**src/hdl/assert_macros.svh**
```systemverilog
// Assertion macros shared by the RTL of the sorted table search core.
// Expects signals named clk and rst_n in the scope of each use.
`ifndef ASSERT_MACROS_SVH
`define ASSERT_MACROS_SVH
`ifndef SYNTH
`define STBS_ASSERT_IMPLY(lbl, ante, cons) \
    lbl: assert property (@(posedge clk) disable iff (!rst_n) (ante) |-> (cons)) \
        else $error("implication check failed");
`define STBS_ASSERT_NEXT(lbl, ante, cons) \
    lbl: assert property (@(posedge clk) disable iff (!rst_n) (ante) |=> (cons)) \
        else $error("next-cycle check failed");
`else
`define STBS_ASSERT_IMPLY(lbl, ante, cons)
`define STBS_ASSERT_NEXT(lbl, ante, cons)
`endif
`endif

```
**src/hdl/stbs_pkg.sv**
```systemverilog
// Package for the sorted table search core: sizes, opcodes, status codes, types.
// No dependencies.
package stbs_pkg;

    localparam int TABLE_DEPTH = 1024;
    localparam int KEY_BITS    = 64;
    localparam int ADDR_W      = $clog2(TABLE_DEPTH);
    localparam int CNT_W       = $clog2(TABLE_DEPTH + 1);
    localparam int POS_W       = 11;

    typedef enum logic [1:0] {
        OP_APPEND = 2'd0,
        OP_SEARCH = 2'd1,
        OP_CLEAR  = 2'd2,
        OP_NOP    = 2'd3
    } opcode_t;

    typedef enum logic [1:0] {
        ST_OK        = 2'd0,
        ST_FULL      = 2'd1,
        ST_EMPTY     = 2'd2,
        ST_UNORDERED = 2'd3
    } status_t;

    typedef enum logic [2:0] {
        SRCH_IDLE  = 3'b001,
        SRCH_PROBE = 3'b010,
        SRCH_HOLD  = 3'b100
    } srch_state_t;

    typedef struct packed {
        logic             valid;
        logic             found;
        logic [CNT_W-1:0] position;
    } srch_res_t;

endpackage

```
**src/hdl/stbs_search_seq.sv**
```systemverilog
// Lower-bound binary search sequencer: one probe of the key RAM per cycle,
// one shared compare and bound update. Depends on stbs_pkg.
module stbs_search_seq
    import stbs_pkg::*;
(
    input  logic                clk,
    input  logic                rst_n,
    input  logic                start,
    input  logic [KEY_BITS-1:0] start_key,
    input  logic [CNT_W-1:0]    count,
    output logic [ADDR_W-1:0]   rd_addr,
    input  logic [KEY_BITS-1:0] rd_data,
    input  logic                take,
    output logic                busy,
    output srch_res_t           res
);

    srch_state_t         state_reg, state_next;
    logic [CNT_W-1:0]    lo_reg, lo_next;
    logic [CNT_W-1:0]    hi_reg, hi_next;
    logic [ADDR_W-1:0]   mid_reg, mid_next;
    logic                eq_reg, eq_next;
    logic [KEY_BITS-1:0] key_reg;
    logic                lt;
    logic [CNT_W-1:0]    span;
    logic [CNT_W-1:0]    mid_wide;

    // shared compare: probed entry against the search key
    assign lt = rd_data < key_reg;

    always_comb
    begin
        state_next = state_reg;
        lo_next    = lo_reg;
        hi_next    = hi_reg;
        eq_next    = eq_reg;
        case (state_reg)
            SRCH_IDLE:
            begin
                if (start)
                begin
                    lo_next    = '0;
                    hi_next    = count;
                    eq_next    = 1'b0;
                    state_next = SRCH_PROBE;
                end
            end
            SRCH_PROBE:
            begin
                if (lt)
                begin
                    lo_next = CNT_W'(mid_reg) + CNT_W'(1);
                end
                else
                begin
                    hi_next = CNT_W'(mid_reg);
                    eq_next = rd_data == key_reg;
                end
                if (!(lo_next < hi_next))
                begin
                    state_next = SRCH_HOLD;
                end
            end
            SRCH_HOLD:
            begin
                if (take)
                begin
                    state_next = SRCH_IDLE;
                end
            end
            default:
            begin
                state_next = SRCH_IDLE;
            end
        endcase
        span     = hi_next - lo_next;
        mid_wide = lo_next + (span >> 1);
        mid_next = mid_wide[ADDR_W-1:0];
    end

    // next probe address goes straight to the RAM so a probe completes each cycle
    assign rd_addr = mid_next;

    always_ff @(posedge clk or negedge rst_n)
    begin
        if (!rst_n)
        begin
            state_reg <= SRCH_IDLE;
        end
        else
        begin
            state_reg <= state_next;
        end
    end

    always_ff @(posedge clk)
    begin
        lo_reg  <= lo_next;
        hi_reg  <= hi_next;
        mid_reg <= mid_next;
        eq_reg  <= eq_next;
        if (start && state_reg == SRCH_IDLE)
        begin
            key_reg <= start_key;
        end
    end

    assign busy         = state_reg != SRCH_IDLE;
    assign res.valid    = state_reg == SRCH_HOLD;
    assign res.found    = eq_reg && (lo_reg < count);
    assign res.position = lo_reg;

endmodule

```
**config.mk**
```make
export PLATFORM = sky130hd
export DESIGN_NAME = stbs_search_seq
export DESIGN_NICKNAME = d
export VERILOG_FILES = /design/src/hdl/assert_macros.svh /design/src/hdl/stbs_pkg.sv /design/src/hdl/stbs_search_seq.sv
export SDC_FILE = /design/constraint.sdc
export NUM_CORES = 1
export LEC_CHECK = 0
export ABC_AREA = 1
export BUFFER_PORTS_ARGS = -buffer_cell sky130_fd_sc_hd__clkbuf_2
export CAP_MARGIN = 20
export CORE_UTILIZATION = 49
export DETAILED_ROUTE_END_ITERATION = 12
export PLACE_DENSITY = 0.75
export SLEW_MARGIN = 20
export SYNTH_ARGS = -nofsm -noshare
export SYNTH_HDL_FRONTEND = slang
export SYNTH_SLANG_ARGS = --single-unit
export TNS_END_PERCENT = 20
```
**constraint.sdc**
```tcl
create_clock -name clk -period 5 [get_ports clk]
set_clock_uncertainty 0.2 [all_clocks]
set_input_delay 0.5 -clock clk [delete_from_list [all_inputs] [get_ports clk]]
set_output_delay 0.5 -clock clk [all_outputs]
set_load 0.01 [all_outputs]
```
# After elaboration in Yosys (flattened, before gate mapping)
# Index checks and enable logic that the tools add are counted.
# op_classes
n_addsub	3
n_lt_le_gt_ge	3
eq_ne	9
muxes	15
reduce_logical	5
# ops
cell	count
$mux W11	6
$eq A64 B64 Y1	1
$lt A64 B64 Y1	1
$pmux W11 S2	2
$lt A11 B11 Y1	2
$add A10 B1 Y11 const B	1
$sub A11 B11 Y11	1
$add A10 B10 Y10	1
$mux W3	3
$pmux W3 S3	1
$ne A2 B2 Y1 const B	4
$reduce_and A3 Y1	2
$eq A3 B1 Y1 const B	1
$eq A3 B2 Y1 const B	1
$eq A3 B3 Y1 const B	1
$ne A3 B1 Y1 const B	1
$logic_and A1 B1 Y1	2
$mux W1	2
$pmux W1 S2	1
$reduce_bool A2 Y1	1
# totals
reg_bits	100
inputBits	143
output_inout_bits	24
word_cells	41

# Logic depth before layout (Yosys ltp)
# depth
depth_word	6
depth_mapped	35

# Worst setup path before layout
# OpenSTA, ideal clock, no wires.
# synth_path
path_type	input to output
startpoint	input port start
endpoint	output port rd_addr[9]
t_arrival_ps	4573
t_required_ps	4300
slack_ps	-273
path_stages	16
cell_sequence	nand2_1 clkinv_1 a22oi_1 o21ai_0 ha_1 a21oi_1 o21ai_1 nand3_1 nand2_1 xor2_1 ha_1 a21oi_1 nor2_1 a211oi_1 nand3_1 nand2_1
# synth_between
elab_chain_len	4
# synth_rtl
item	line_no	text
from (decl)	stbs_search_seq.sv:8	input logic start,
$mux W11	stbs_search_seq.sv:40	if (start)
$pmux W11 S2	stbs_search_seq.sv:37	case (state_reg)
via hi_next[4]	stbs_search_seq.sv:20	logic [CNT_W-1:0] hi_reg, hi_next;
$sub A11 B11 Y11	stbs_search_seq.sv:76	span = hi_next - lo_next;
$add A10 B10 Y10	stbs_search_seq.sv:77	mid_wide = lo_next + (span >> 1);
to (decl)	stbs_search_seq.sv:11	output logic [ADDR_W-1:0] rd_addr,
# The timed path passes the listed nets, and every way through them passes these cells.

# Worst setup path in the final report
# layout_path
startpoint	register key_reg[51]
endpoint	output port rd_addr[9]
# layout_between
elab_chain_len	6
# layout_rtl
item	line_no	text
from (decl)	stbs_search_seq.sv:23	logic [KEY_BITS-1:0] key_reg;
from (signal assigned)	stbs_search_seq.sv:104	key_reg <= start_key;
$lt A64 B64 Y1	stbs_search_seq.sv:29	assign lt = rd_data < key_reg;
$mux W11	stbs_search_seq.sv:50	if (lt)
$mux W11	stbs_search_seq.sv:37	
$pmux W11 S2	stbs_search_seq.sv:37	
via hi_next[9]	stbs_search_seq.sv:20	
$sub A11 B11 Y11	stbs_search_seq.sv:76	
$add A10 B10 Y10	stbs_search_seq.sv:77	
# The timed path passes the listed nets, and every way through them passes these cells. The select of a mux whose other input is x is not followed.

==> out/metrics.cfg <==
[outcome]
outcome = complete, but fails checks
violations = negative setup slack

[floorplan]
pin_count = 167
die_height_um = 119.4
rows = 42
initial_core_util = 0.5060
fp.dieW_um = 119.4
core_um2 = 13350
design.die.area_um2 = 14260

[synth]
ys_types = 49
synth-xor-area-share = 0.02075
synth_top_family_by_area = adder cells
syn-num-nets = 1042
ys_seq_area_frac = 0.3966
synthMuxAreaShare = 0
yosys_warnings = 0
syn_avg_cell_area_um2 = 8.485
synth_ff_type = edfxtp_1
syn_area_um2 = 6754
synth_fa_ha_area_frac = 0.1930
synth-compound-area-share = 0.1036
synth_cells = 796
synth_edf_count = 66
ys_async_sr_fraction = 0.03000
ys_seq_elements = 100
synthSimpleGateAreaFrac = 0.1919

[place]
pre_cts_ws_ns = -0.3043
hpwl_um = 13030
routabilityCongestion = 0.8767
port_buffers = 166
dp.cells = 1205

[routing]
first_pass_iters = 7
drc = 0
routedWlPerCell_um = 14.09
viasPerCell = 5.035
postRouteAntennaNets = 0
vias = 6244
wl_um = 17470
drt_iter0_markers = 465

[sta]
finalHoldViolations = 0
fin_crit_sh = 1.047
worst_pin_slew_ns = 0.4975
fmax_mhz = 191.0
rsz0062_at_grt = true
finalCriticalPeriod_ns = 5.236
drv_slew = 0
slew_headroom = 0.6683
setup_ws_ns = -0.2362
setup_viol = 6

[finish]
fin_cells = 1240
areaGrowthSynthToFinish_pct = 38.03
n_antenna_cell = 0
largest_register_ffs = 64
final_layout_size_suffix_gt1_frac = 0.3788
nets = 1305
fin_util = 0.6984

[global_routing]
grtUsageTotal = 0.2404
grt_overflow = 0
grt_first_pass_wirelength_um = 26850
first_global_vias = 5925
antenna_found_initial = 0
grt_start_max_net_pins = 41

[critical_path]
regToRegSetupSlack_ns = 0.64
r2r-end = mid_reg[9]
path_max_fanout = 7
timing_worst_setup_path_type = reg2out
cp_data_required_time_ns = 4.30
crit_path_end_kind = primary output
r2r_start = key_reg[51]
rr_worst_depth = 25
crit_path_end = rd_addr[9]
startpoint_type = register
crit_arrival_ns = 4.54
cp-startpoint = key_reg[51]

[min_path]
hold_path.class = in2reg

[flow_run]
maxCapViolCount = 0

[clocking]
cts_buffers = 9
h-tree-depth = 3
clk_pin_slew_worst_paths_ns = 0.07
clock_latency_ns = 0.35
cts_sinks = 100
cts_root_buf = clkbuf_16
cts_buffer_depth = 2
cts_tree = done

## how the worst min path moves through the flow
stage / end / slack (ns) / cells past startpoint / from
after floorplan: state_reg[1] / 0.004 / 0 / rst_n
after global routing: key_reg[51] / 0.11 / 1 / start_key[51]
after global placement: state_reg[1] / 0.11 / 1 / rst_n
after detailed placement: state_reg[2] / 0.11 / 1 / rst_n
after CTS: key_reg[38] / 0.11 / 1 / start_key[38]
final: key_reg[38] / 0.12 / 1 / start_key[38]
## layout make-up
type                    instances  area (um2)
clock inverters                 5       35.03
clock buffers                  11       242.7
repair buffers                258        1565
well taps                     176       220.2
inverters                     161       610.6
multi-input cells             529        3970
fillers                      1014        4025
flip-flops and latches        100        2679
## worst max-delay path: stages (launching register included)
cell and delay (ns):
edfxtp_1 0.36, inv_1 0.07, ha_1 0.24, a21oi_1 0.17
nand2_1 0.07, nand2_1 0.06, nand2_1 0.07, nand2_1 0.09
nand2_2 0.06, a21oi_4 0.20, nand3_4 0.18, buf_8 0.20
buf_8 0.13, buf_4 0.13, nand2_1 0.05, o21ai_0 0.11
or2_2 0.30, a31oi_2 0.22, ha_1 0.31, xor2_1 0.17
ha_1 0.31, buf_4 0.15, a211oi_2 0.23, nand2_1 0.08
nand2_1 0.05, nand2_1 0.05, buf_2 0.14
## Yosys cell counts, types with 6 or more instances
cell	instances	area, um2
nand2_2	11	68.82
nand2_1	177	664.4
a21oi_1	43	215.2
nand3_1	24	120.1
edfxtp_1	66	1982
ha_1	101	1264
nor2_1	38	142.6
nor3_1	6	30.03
o21ai_0	35	175.2
inv_1	155	581.8
dfxtp_1	31	620.6
a22oi_1	7	52.55
o21a_1	6	45.04
xor2_1	14	122.6
nand4_1	12	75.07
## timing repair
item / 4_1_cts / 5_1_grt
cloned: 2 / 1
hold endpoints to repair: 3 / 0
setup buffers: 7 / 8
resized for setup: 57 / 82
hold buffers: 1 / 0
pin swaps: 30 / 54
endpoints found under the setup margin: 7 / 9
## metrics by stage
| stage | hold slack [ns] | setup TNS (ns) | instance area (um2) |
|---|---|---|---|
| after floorplan | 0.004409 | 0 | 6758 |
| after global placement | 0.1076 | -0.6630 | 8333 |
| after detailed placement | 0.1115 | -1.110 | 8333 |
| after CTS | 0.1142 | -0.8395 | 8927 |
| after global routing | 0.1140 | -3.193 | 9323 |
| final | 0.1193 | -0.7716 | 9323 |
## kinds of logic after synthesis
| kind of cell | count (synthesis) |
|---|---|
| compound gates | 119 |
| xor+xnor | 16 |
| fa+ha+maj | 103 |
| buf+inv | 168 |
| flops | 100 |
| simple gates | 290 |
## per-layer routing
layer	wire length, um	vias to the layer above	track usage
met5	0	-	0
met3	787	27	0.03065
met1	7571	2890	0.2982
met2	8801	172	0.4273
met4	312	0	0.08438
li1	-	3155	-
## placed cells by master, fill, tap and decap left out, types with 5 or more instances in the layout
cell type,count
a22oi_1,7
edfxtp_1,66
nand2_2,29
nor2_1,34
nor2_2,7
o21ai_2,17
nand3_2,5
clkbuf_2,161
buf_4,84
dfxtp_1,31
o21ai_0,14
nand4_1,12
nand2_1,159
buf_2,6
inv_2,13
ha_1,88
clkbuf_16,10
ha_4,13
o21ai_1,6
o21a_1,6
inv_1,145
xor2_1,11
nand3_1,22
a21oi_1,34
a21oi_2,7
Power is left out: the tool's default activity adds up to more than one toggle a clock period on the data nets, which glitch-free logic cannot reach.
